===== config.mk =====
export PLATFORM = sky130hd
export DESIGN_NAME = binary_run_extract_with_adjacency
export DESIGN_NICKNAME = d
export VERILOG_FILES = /design/src/brex_pkg.sv /design/src/brex_front.sv /design/src/brex_queue.sv /design/src/brex_back.sv /design/src/binary_run_extract_with_adjacency.sv
export SDC_FILE = /design/constraint.sdc
export NUM_CORES = 2
export LEC_CHECK = 0
export ABC_AREA = 1
export BUFFER_PORTS_ARGS = -buffer_cell sky130_fd_sc_hd__clkbuf_2
export CAP_MARGIN = 20
export CORE_MARGIN = 2
export CORE_UTILIZATION = 25
export DETAILED_ROUTE_END_ITERATION = 16
export PLACE_DENSITY = 0.49
export SETUP_SLACK_MARGIN = 0.3
export SLEW_MARGIN = 40
export SYNTH_ARGS = -nofsm -noshare
export SYNTH_HDL_FRONTEND = slang
export SYNTH_HIERARCHICAL = 1
export SYNTH_SLANG_ARGS = --single-unit

===== constraint.sdc =====
create_clock -name clk -period 71.9 [get_ports clk]
set_input_delay 7.19 -clock clk [delete_from_list [all_inputs] [get_ports clk]]
set_output_delay 7.19 -clock clk [all_outputs]
set_load 0.02 [all_outputs]

===== src/brex_pkg.sv =====
package brex_pkg;

	localparam int MAX_WIDTH   = 1024;
	localparam int MAX_HEIGHT  = 1024;
	localparam int COL_W       = $clog2(MAX_WIDTH);
	localparam int ROW_W       = (MAX_HEIGHT > 1) ? $clog2(MAX_HEIGHT) : 1;
	localparam int DIM_W       = 11;
	localparam int FIELD_W     = 10;
	// wide enough for a clamped dimension and for the register value itself
	localparam int WLEN_W      = (COL_W + 1 > DIM_W) ? COL_W + 1 : DIM_W;
	localparam int HLEN_W      = (ROW_W + 1 > DIM_W) ? ROW_W + 1 : DIM_W;
	localparam int QUEUE_DEPTH = 4;
	localparam int QPTR_W      = $clog2(QUEUE_DEPTH);
	localparam int QCNT_W      = QPTR_W + 1;
	localparam int OUT_DEPTH   = 4;
	localparam int OPTR_W      = $clog2(OUT_DEPTH);
	localparam int OCNT_W      = OPTR_W + 1;
	localparam logic [DIM_W-1:0] WIDTH_RESET  = DIM_W'(640);
	localparam logic [DIM_W-1:0] HEIGHT_RESET = DIM_W'(480);

	typedef enum logic [0:0] {
		REG_IMAGE_WIDTH  = 1'b0,
		REG_IMAGE_HEIGHT = 1'b1
	} cfg_reg_t;

	typedef struct packed {
		logic [COL_W-1:0] col;
		logic [ROW_W-1:0] row;
		logic             last_col;
		logic             last_row;
		logic             pixel;
	} item_t;

	typedef struct packed {
		logic [FIELD_W-1:0] run_row;
		logic [FIELD_W-1:0] run_begin;
		logic [FIELD_W-1:0] run_end;
		logic [FIELD_W-1:0] count_above;
		logic [FIELD_W-1:0] count_below;
		logic               last;
	} rec_t;

	typedef struct packed {
		logic empty;
		logic full;
	} queue_status_t;

	typedef struct packed {
		logic [OCNT_W-1:0] out_count;
	} back_status_t;

	function automatic logic [FIELD_W-1:0] sat_inc(input logic [FIELD_W-1:0] c);
		return (c == {FIELD_W{1'b1}}) ? c : c + FIELD_W'(1);
	endfunction

endpackage


===== src/brex_front.sv =====
module brex_front (
	input  logic                              clk,
	input  logic                              arst_n,
	input  logic                              pixel_valid,
	input  logic                              pixel,
	output logic                              pixel_stall,
	input  logic                              cfg_valid,
	output logic                              cfg_ready,
	input  logic [0:0]                        cfg_index,
	input  logic [brex_pkg::DIM_W-1:0]        cfg_data,
	input  brex_pkg::queue_status_t           q_status,
	output logic                              push,
	output brex_pkg::item_t                   item
);

	localparam int COL_W  = brex_pkg::COL_W;
	localparam int ROW_W  = brex_pkg::ROW_W;
	localparam int DIM_W  = brex_pkg::DIM_W;
	localparam int WLEN_W = brex_pkg::WLEN_W;
	localparam int HLEN_W = brex_pkg::HLEN_W;

	logic [DIM_W-1:0]  image_width_q;
	logic [DIM_W-1:0]  image_height_q;
	logic [COL_W-1:0]  col_q;
	logic [ROW_W-1:0]  row_q;
	logic [WLEN_W-1:0] width_ext;
	logic [WLEN_W-1:0] width_eff;
	logic [HLEN_W-1:0] height_ext;
	logic [HLEN_W-1:0] height_eff;
	logic              last_col;
	logic              last_row;

	assign cfg_ready   = 1'b1;
	assign pixel_stall = q_status.full;
	assign push        = pixel_valid && !q_status.full;

	always_ff @(posedge clk or negedge arst_n) begin
		if (!arst_n) begin
			image_width_q  <= brex_pkg::WIDTH_RESET;
			image_height_q <= brex_pkg::HEIGHT_RESET;
		end else if (cfg_valid && cfg_ready) begin
			unique case (brex_pkg::cfg_reg_t'(cfg_index))
				brex_pkg::REG_IMAGE_WIDTH:  image_width_q  <= cfg_data;
				brex_pkg::REG_IMAGE_HEIGHT: image_height_q <= cfg_data;
			endcase
		end
	end

	// zero acts as one, anything past the maximum as the maximum
	always_comb begin
		width_ext  = WLEN_W'(image_width_q);
		height_ext = HLEN_W'(image_height_q);
		if (width_ext == '0) begin
			width_eff = WLEN_W'(1);
		end else if (width_ext > WLEN_W'(brex_pkg::MAX_WIDTH)) begin
			width_eff = WLEN_W'(brex_pkg::MAX_WIDTH);
		end else begin
			width_eff = width_ext;
		end
		if (height_ext == '0) begin
			height_eff = HLEN_W'(1);
		end else if (height_ext > HLEN_W'(brex_pkg::MAX_HEIGHT)) begin
			height_eff = HLEN_W'(brex_pkg::MAX_HEIGHT);
		end else begin
			height_eff = height_ext;
		end
	end

	assign last_col = WLEN_W'(col_q) >= width_eff - WLEN_W'(1);
	assign last_row = HLEN_W'(row_q) >= height_eff - HLEN_W'(1);

	always_comb begin
		item.col      = col_q;
		item.row      = row_q;
		item.last_col = last_col;
		item.last_row = last_row;
		item.pixel    = pixel;
	end

	always_ff @(posedge clk or negedge arst_n) begin
		if (!arst_n) begin
			col_q <= '0;
			row_q <= '0;
		end else if (push) begin
			if (last_col) begin
				col_q <= '0;
				row_q <= last_row ? '0 : row_q + ROW_W'(1);
			end else begin
				col_q <= col_q + COL_W'(1);
			end
		end
	end

endmodule


===== src/brex_queue.sv =====
module brex_queue (
	input  logic                    clk,
	input  logic                    arst_n,
	input  logic                    push,
	input  brex_pkg::item_t         item_in,
	input  logic                    pop,
	output brex_pkg::item_t         item_out,
	output brex_pkg::queue_status_t status
);

	localparam int DEPTH  = brex_pkg::QUEUE_DEPTH;
	localparam int QPTR_W = brex_pkg::QPTR_W;
	localparam int QCNT_W = brex_pkg::QCNT_W;

	brex_pkg::item_t   entries_q [DEPTH];
	logic [QPTR_W-1:0] wr_ptr_q;
	logic [QPTR_W-1:0] rd_ptr_q;
	logic [QCNT_W-1:0] count_q;

	assign item_out     = entries_q[rd_ptr_q];
	assign status.empty = (count_q == '0);
	assign status.full  = (count_q == QCNT_W'(DEPTH));

	always_ff @(posedge clk) begin
		if (push) begin
			entries_q[wr_ptr_q] <= item_in;
		end
	end

	always_ff @(posedge clk or negedge arst_n) begin
		if (!arst_n) begin
			wr_ptr_q <= '0;
			rd_ptr_q <= '0;
			count_q  <= '0;
		end else begin
			if (push) begin
				wr_ptr_q <= wr_ptr_q + QPTR_W'(1);
			end
			if (pop) begin
				rd_ptr_q <= rd_ptr_q + QPTR_W'(1);
			end
			count_q <= count_q + QCNT_W'(push) - QCNT_W'(pop);
		end
	end

endmodule


===== src/brex_back.sv =====
module brex_back (
	input  logic                          clk,
	input  logic                          arst_n,
	input  brex_pkg::item_t               item,
	input  brex_pkg::queue_status_t       q_status,
	output logic                          pop,
	output logic                          run_valid,
	input  logic                          run_stall,
	output logic [brex_pkg::FIELD_W-1:0]  run_row,
	output logic [brex_pkg::FIELD_W-1:0]  run_begin,
	output logic [brex_pkg::FIELD_W-1:0]  run_end,
	output logic [brex_pkg::FIELD_W-1:0]  count_above,
	output logic [brex_pkg::FIELD_W-1:0]  count_below,
	output logic                          last,
	output brex_pkg::back_status_t        status
);

	localparam int MAX_WIDTH = brex_pkg::MAX_WIDTH;
	localparam int COL_W     = brex_pkg::COL_W;
	localparam int ROW_W     = brex_pkg::ROW_W;
	localparam int FIELD_W   = brex_pkg::FIELD_W;
	localparam int OUT_DEPTH = brex_pkg::OUT_DEPTH;
	localparam int OPTR_W    = brex_pkg::OPTR_W;
	localparam int OCNT_W    = brex_pkg::OCNT_W;

	// line stores, one per row parity
	logic mem_bank0_q [MAX_WIDTH];
	logic mem_bank1_q [MAX_WIDTH];

	brex_pkg::item_t    item_s1;
	logic               valid_s1;
	logic               rd0_s1;
	logic               rd1_s1;
	logic               fire;
	logic               wr_bank;

	logic               mid_in_run_q;
	logic [FIELD_W-1:0] mid_begin_q;
	logic [FIELD_W-1:0] mid_above_q;
	logic [FIELD_W-1:0] mid_below_q;
	logic [1:0]         nb_prev_q;
	logic               tail_in_run_q;
	logic [FIELD_W-1:0] tail_begin_q;
	logic [FIELD_W-1:0] tail_above_q;

	logic               mid_in_run_d;
	logic [FIELD_W-1:0] mid_begin_d;
	logic [FIELD_W-1:0] mid_above_d;
	logic [FIELD_W-1:0] mid_below_d;
	logic               tail_in_run_d;
	logic [FIELD_W-1:0] tail_begin_d;
	logic [FIELD_W-1:0] tail_above_d;

	logic               m_bit;
	logic               a_bit;
	logic [FIELD_W-1:0] col_f;
	logic [FIELD_W-1:0] col_m1_f;
	logic [FIELD_W-1:0] row_f;
	logic [FIELD_W-1:0] row_m1_f;
	logic               emit_mid;
	logic               emit_tail;
	brex_pkg::rec_t     rec_mid;
	brex_pkg::rec_t     rec_tail;

	brex_pkg::rec_t     out_q [OUT_DEPTH];
	logic [OPTR_W-1:0]  out_wr_q;
	logic [OPTR_W-1:0]  out_rd_q;
	logic [OCNT_W-1:0]  out_count_q;
	logic               out_take;
	logic [OCNT_W-1:0]  out_push_n;

	// room for the two records one pixel may cause
	assign fire    = valid_s1 && (out_count_q <= OCNT_W'(OUT_DEPTH - 2));
	assign pop     = !q_status.empty && (!valid_s1 || fire);
	assign wr_bank = item_s1.row[0];

	// read data bypasses the write of the pixel retiring in the same cycle
	always_ff @(posedge clk) begin
		if (fire && !wr_bank) begin
			mem_bank0_q[item_s1.col] <= item_s1.pixel;
		end
		if (fire && wr_bank) begin
			mem_bank1_q[item_s1.col] <= item_s1.pixel;
		end
		if (pop) begin
			item_s1 <= item;
			rd0_s1  <= (fire && !wr_bank && item_s1.col == item.col) ?
				item_s1.pixel : mem_bank0_q[item.col];
			rd1_s1  <= (fire && wr_bank && item_s1.col == item.col) ?
				item_s1.pixel : mem_bank1_q[item.col];
		end
	end

	always_ff @(posedge clk or negedge arst_n) begin
		if (!arst_n) begin
			valid_s1 <= 1'b0;
		end else if (pop) begin
			valid_s1 <= 1'b1;
		end else if (fire) begin
			valid_s1 <= 1'b0;
		end
	end

	// row above sits in the bank of the other parity, row two above in our own
	assign m_bit = (item_s1.row != '0) && (item_s1.row[0] ? rd0_s1 : rd1_s1);
	assign a_bit = (item_s1.row > ROW_W'(1)) && (item_s1.row[0] ? rd1_s1 : rd0_s1);

	assign col_f    = FIELD_W'(item_s1.col);
	assign col_m1_f = FIELD_W'(item_s1.col - COL_W'(1));
	assign row_f    = FIELD_W'(item_s1.row);
	assign row_m1_f = FIELD_W'(item_s1.row - ROW_W'(1));

	always_comb begin
		mid_in_run_d  = mid_in_run_q;
		mid_begin_d   = mid_begin_q;
		mid_above_d   = mid_above_q;
		mid_below_d   = mid_below_q;
		tail_in_run_d = tail_in_run_q;
		tail_begin_d  = tail_begin_q;
		tail_above_d  = tail_above_q;
		emit_mid      = 1'b0;
		emit_tail     = 1'b0;
		rec_mid       = '0;
		rec_tail      = '0;

		// run of the row above, rebuilt from the line store
		if (m_bit) begin
			if (!mid_in_run_q) begin
				mid_in_run_d = 1'b1;
				mid_begin_d  = col_f;
				mid_above_d  = FIELD_W'(a_bit);
				mid_below_d  = FIELD_W'(item_s1.pixel);
			end else begin
				if (a_bit && !nb_prev_q[0]) begin
					mid_above_d = brex_pkg::sat_inc(mid_above_q);
				end
				if (item_s1.pixel && !nb_prev_q[1]) begin
					mid_below_d = brex_pkg::sat_inc(mid_below_q);
				end
			end
			if (item_s1.last_col) begin
				emit_mid     = 1'b1;
				mid_in_run_d = 1'b0;
				rec_mid.run_end = col_f;
			end
		end else if (mid_in_run_q) begin
			emit_mid        = 1'b1;
			mid_in_run_d    = 1'b0;
			rec_mid.run_end = col_m1_f;
		end
		rec_mid.run_row     = row_m1_f;
		rec_mid.run_begin   = mid_begin_d;
		rec_mid.count_above = mid_above_d;
		rec_mid.count_below = mid_below_d;

		// run of the current row, only reported on the last row
		if (item_s1.pixel) begin
			if (!tail_in_run_q) begin
				tail_in_run_d = 1'b1;
				tail_begin_d  = col_f;
				tail_above_d  = FIELD_W'(m_bit);
			end else if (m_bit && !mid_in_run_q) begin
				tail_above_d = brex_pkg::sat_inc(tail_above_q);
			end
			if (item_s1.last_col) begin
				emit_tail        = item_s1.last_row;
				tail_in_run_d    = 1'b0;
				rec_tail.run_end = col_f;
			end
		end else if (tail_in_run_q) begin
			emit_tail        = item_s1.last_row;
			tail_in_run_d    = 1'b0;
			rec_tail.run_end = col_m1_f;
		end
		rec_tail.run_row     = row_f;
		rec_tail.run_begin   = tail_begin_d;
		rec_tail.count_above = tail_above_d;
		rec_tail.count_below = '0;

		rec_mid.last  = !emit_tail;
		rec_tail.last = 1'b1;
	end

	always_ff @(posedge clk or negedge arst_n) begin
		if (!arst_n) begin
			mid_in_run_q  <= 1'b0;
			mid_begin_q   <= '0;
			mid_above_q   <= '0;
			mid_below_q   <= '0;
			nb_prev_q     <= '0;
			tail_in_run_q <= 1'b0;
			tail_begin_q  <= '0;
			tail_above_q  <= '0;
		end else if (fire) begin
			mid_in_run_q  <= mid_in_run_d;
			mid_begin_q   <= mid_begin_d;
			mid_above_q   <= mid_above_d;
			mid_below_q   <= mid_below_d;
			nb_prev_q     <= item_s1.last_col ? 2'b00 : {item_s1.pixel, a_bit};
			tail_in_run_q <= tail_in_run_d;
			tail_begin_q  <= tail_begin_d;
			tail_above_q  <= tail_above_d;
		end
	end

	// result queue, up to two records written per transaction
	assign out_take   = run_valid && !run_stall;
	assign out_push_n = fire ? (OCNT_W'(emit_mid) + OCNT_W'(emit_tail)) : '0;

	always_ff @(posedge clk) begin
		if (fire && emit_mid) begin
			out_q[out_wr_q] <= rec_mid;
		end
		if (fire && emit_tail) begin
			out_q[out_wr_q + OPTR_W'(emit_mid)] <= rec_tail;
		end
	end

	always_ff @(posedge clk or negedge arst_n) begin
		if (!arst_n) begin
			out_wr_q    <= '0;
			out_rd_q    <= '0;
			out_count_q <= '0;
		end else begin
			out_wr_q    <= out_wr_q + OPTR_W'(out_push_n);
			if (out_take) begin
				out_rd_q <= out_rd_q + OPTR_W'(1);
			end
			out_count_q <= out_count_q + out_push_n - OCNT_W'(out_take);
		end
	end

	assign run_valid        = (out_count_q != '0);
	assign run_row          = out_q[out_rd_q].run_row;
	assign run_begin        = out_q[out_rd_q].run_begin;
	assign run_end          = out_q[out_rd_q].run_end;
	assign count_above      = out_q[out_rd_q].count_above;
	assign count_below      = out_q[out_rd_q].count_below;
	assign last             = out_q[out_rd_q].last;
	assign status.out_count = out_count_q;

endmodule


===== src/binary_run_extract_with_adjacency.sv =====
// path: a record passes the item queue, the retire stage and the result queue to the result port
// throughput: one pixel per cycle while the result queue has room for two records; results
// leave at one per cycle unless run_stall holds them, and a pixel may cause two
// reset: dimension registers return to 640 x 480, row and column counters and run state
// clear, both queues empty; line stores are not cleared and need no clearing pass
module binary_run_extract_with_adjacency (
	input  logic                          clk,
	input  logic                          arst_n,
	input  logic                          pixel_valid,
	output logic                          pixel_stall,
	input  logic                          pixel,
	output logic                          run_valid,
	input  logic                          run_stall,
	output logic [brex_pkg::FIELD_W-1:0]  run_row,
	output logic [brex_pkg::FIELD_W-1:0]  run_begin,
	output logic [brex_pkg::FIELD_W-1:0]  run_end,
	output logic [brex_pkg::FIELD_W-1:0]  count_above,
	output logic [brex_pkg::FIELD_W-1:0]  count_below,
	output logic                          last,
	input  logic                          cfg_valid,
	output logic                          cfg_ready,
	input  logic [0:0]                    cfg_index,
	input  logic [brex_pkg::DIM_W-1:0]    cfg_data
);

	localparam int OCNT_W    = brex_pkg::OCNT_W;
	localparam int OUT_DEPTH = brex_pkg::OUT_DEPTH;

	brex_pkg::queue_status_t q_status;
	brex_pkg::back_status_t  back_status;
	brex_pkg::item_t         front_item;
	brex_pkg::item_t         head_item;
	logic                    push;
	logic                    pop;

	brex_front u_front (
		.clk         (clk),
		.arst_n      (arst_n),
		.pixel_valid (pixel_valid),
		.pixel       (pixel),
		.pixel_stall (pixel_stall),
		.cfg_valid   (cfg_valid),
		.cfg_ready   (cfg_ready),
		.cfg_index   (cfg_index),
		.cfg_data    (cfg_data),
		.q_status    (q_status),
		.push        (push),
		.item        (front_item)
	);

	brex_queue u_queue (
		.clk      (clk),
		.arst_n   (arst_n),
		.push     (push),
		.item_in  (front_item),
		.pop      (pop),
		.item_out (head_item),
		.status   (q_status)
	);

	brex_back u_back (
		.clk         (clk),
		.arst_n      (arst_n),
		.item        (head_item),
		.q_status    (q_status),
		.pop         (pop),
		.run_valid   (run_valid),
		.run_stall   (run_stall),
		.run_row     (run_row),
		.run_begin   (run_begin),
		.run_end     (run_end),
		.count_above (count_above),
		.count_below (count_below),
		.last        (last),
		.status      (back_status)
	);

	// back end never pulls from an empty queue
	a_pop_not_empty: assert property (@(posedge clk) disable iff (!arst_n)
		pop |-> !q_status.empty)
		else $error("pop from empty item queue");

	// an accepted pixel is held in the queue on the next cycle
	a_push_lands: assert property (@(posedge clk) disable iff (!arst_n)
		(pixel_valid && !pixel_stall) |=> !q_status.empty)
		else $error("accepted transaction lost");

	// result queue never overfills
	a_out_bound: assert property (@(posedge clk) disable iff (!arst_n)
		back_status.out_count <= OCNT_W'(OUT_DEPTH))
		else $error("result queue overflow");

endmodule

==> impl_metrics.yaml <==
critical_path:
  cp.required_ns: 64.71
  path_cells: "inv_2 -> buf_4 -> o21ai_0 -> o22ai_1 -> clkbuf_2"
  critPathSlowestCell: "buf_4"
  crit_path_end_kind: "output port"
  cp_max_fo: 66
  criticalPathCategory: "reg2out"
  critical-path-max-stage-delay_ns: 0.69
  worstPathArrival_ns: 3.52
  startpoint_type: "flip-flop"
synth:
  netlist_instances: 11700
  synth_edf_count: 2325
  async_flop_share_pct: 4.44
  ys_ff_latch: 2479
  yosysSeqAreaShare_pct: 63.4
  syn_area_per_cell_um2: 9.92
  syn_area_um2: 116000
  synth_fp_nets: 11800
  synth_ff_type: "edfxtp_1"
  ys_types: 58
  ys.warnings.count: 6
detailed_routing:
  drtAntennaViolNets: 0
  viasPerCell: 5.05
  routedWlPerCell_um: 22.6
  drt_iter0_markers: 9141
  drc_errors: 0
  wl_um: 396000
  drtPass1Iterations: 5
  via_count: 88400
layout:
  mostFrequentLayoutCell: "nand2_1"
  drive_gt1_share_pct: 7.68
  multi_input_area_um2: 36700
  syn2layout_area_growth_pct: 13.0
  final_nets: 11200
  fillCellCount: 48600
  fin_area_um2: 131000
  regArea_um2: 73500
  final_cell_mix: "nand2_1, edfxtp_1, nand3_1, nor3_1, clkbuf_16"
clock_network:
  post_cts_buffers: 0
  cts_buffer_depth: 4
  cts_buffers: 296
  cts_sinks: 2479
  root_buffer: "clkbuf_16"
  cts.repair.resized: 0
  tritoncts: "done"
  clock_latency_ns: 0.94
  ctsHoldBuffers: 0
  htree_levels: 5
  clkSlewWorstSetupHoldPaths_ns: 0.06
power_and_ir_drop:
  p_leak_nw: 42.2
  vdd_ir_drop_max_mv: 0.0516
  powerDensity_nw_per_um2: 49.5
place:
  port_buffers: 70
  hpwl_um: 194000
  dpl-instance-area_um2: 122000
  gp_congestion: 0.759
die:
  core_area_um2: 463000
  die_width_um: 685
  num_rows: 250
  die_h_um: 685
  die-area_um2: 469000
  ios: 72
  start_util_pct: 25.1
hold_path:
  min_path_type: "reg2reg"
sta:
  fin_skew_ns: 0.0338
  setup_viol: 0
  whs_ns: 0.456
  finalSetupTns_ns: 0
  fin_crit_sh_pct: 14.9
  hold_viol: 0
  tightestPinTransition_ns: 0.931
  rsz0062_at_grt: "no"
  slew_violations: 0
  max_freq_ghz: 0.0933
  fin_crit_ns: 10.71
  maxSlewHeadroom_pct: 37.9
global_routing:
  overflow: 0
  antenna_found_initial: 6
  grt_max_degree: 227
  grt_pass1_wl_um: 587000
  first_global_vias: 84700
  grt_use_total_pct: 16.3
status:
  status: "finished clean"
flow_run:
  cap_viol_max_count: 0
[report_power, final]
| part | total [mW] | switching (mW) | internal [mW] |
|---|---|---|---|
| Clock | 1.46 | 0.621 | 0.835 |
| Sequential | 1.90 | 0.0503 | 1.85 |
| Combinational | 3.13 | 2.46 | 0.671 |
| Total | 6.48 | 3.13 | 3.35 |
[layer usage]
metal / part of all wire [%] / track usage (%)
met1: 45 / 23.1
met2: 47 / 26.3
met3: 5.9 / 2.09
met4: 2.5 / 4.14
met5: 0 / 0
[worst paths after layout]
path	to	startpoint	slack, ns	cells past startpoint
setup / recovery	count_above[6]	u_back/out_rd_q[0]	61.19	5
hold / removal	u_back/out_q[1][4]	u_back/out_q[1][4]	0.46	2
setup reg to reg	u_back/rd1_s1	u_queue/rd_ptr_q[0]	64.73	22
hold reg to reg	u_back/out_q[1][4]	u_back/out_q[1][4]	0.46	2
max in group asynchronous	u_front/height_ext[9]	arst_n	64.48	2
min in group asynchronous	u_back/mid_below_q[4]	arst_n	6.28	1
[metrics by stage]
stage / total power [mW] / setup slack [ns] / util, % / std cells
after global routing: 6.83 / 60.92 / 28.3 / 17500
after detailed placement: 5.05 / 61.72 / 26.3 / 17000
after floorplan: 4.18 / 42.97 / - / 11700
after CTS: 6.51 / 60.69 / 28.3 / 17500
final: 6.48 / 61.19 / 28.3 / 17500
after global placement: 5.03 / 61.76 / 26.2 / 17000
[logic make-up after synthesis]
kind of cell	Yosys count	synth area share [%]
XOR/XNOR	52	0.393
other	1	0.00324
AND/OR/NAND/NOR	7042	27.6
buffers and inverters	1509	5.33
adder cells (fa/ha/maj)	49	0.542
AO/OA/AOI/OAI	552	2.74
flip-flops	2479	63.4
[state kept, by name, indices dropped and copies added (netlist names), 11 cells and up]
name / cells
u_front/height_ext: 11
u_front/image_width_q: 11
u_back/mem_bank1_q: 1024
u_back/out_q: 204
u_queue/entries_q: 92
u_back/mem_bank0_q: 1024
[synth_stat cells, types with 44 or more instances]
| cell | count | area (µm²) |
|---|---|---|
| buf_1 | 78 | 293 |
| clkbuf_1 | 769 | 2890 |
| dfxtp_1 | 44 | 881 |
| ha_1 | 47 | 588 |
| edfxtp_1 | 2325 | 69800 |
| nor2_1 | 199 | 747 |
| buf_2 | 322 | 1610 |
| nand3_1 | 2120 | 10600 |
| o22ai_1 | 210 | 1310 |
| inv_1 | 297 | 1110 |
| dfrtp_1 | 104 | 2600 |
| nand2_1 | 2562 | 9620 |
| o21ai_0 | 247 | 1240 |
| nor3_1 | 2088 | 10500 |
[worst max-delay path: cells and delay by family (launching register included)]
family                 cells  cell delay, ns
buffers and inverters      3            1.48
DFF                        1            0.53
AOI/OAI and AO/OA          2            0.52
[cell type report]
| class | count | area share [%] |
|---|---|---|
| diodes | 1 | 0.00191 |
| clock buffers | 386 | 6.10 |
| clock inverters | 135 | 0.899 |
| inverters | 320 | 0.964 |
| multi-input cells | 7696 | 28.0 |
| flip-flops and latches | 2479 | 56.1 |
| well taps | 6174 | 5.90 |
| repair buffers | 305 | 2.02 |
Power figures use the tool's default switching activity.
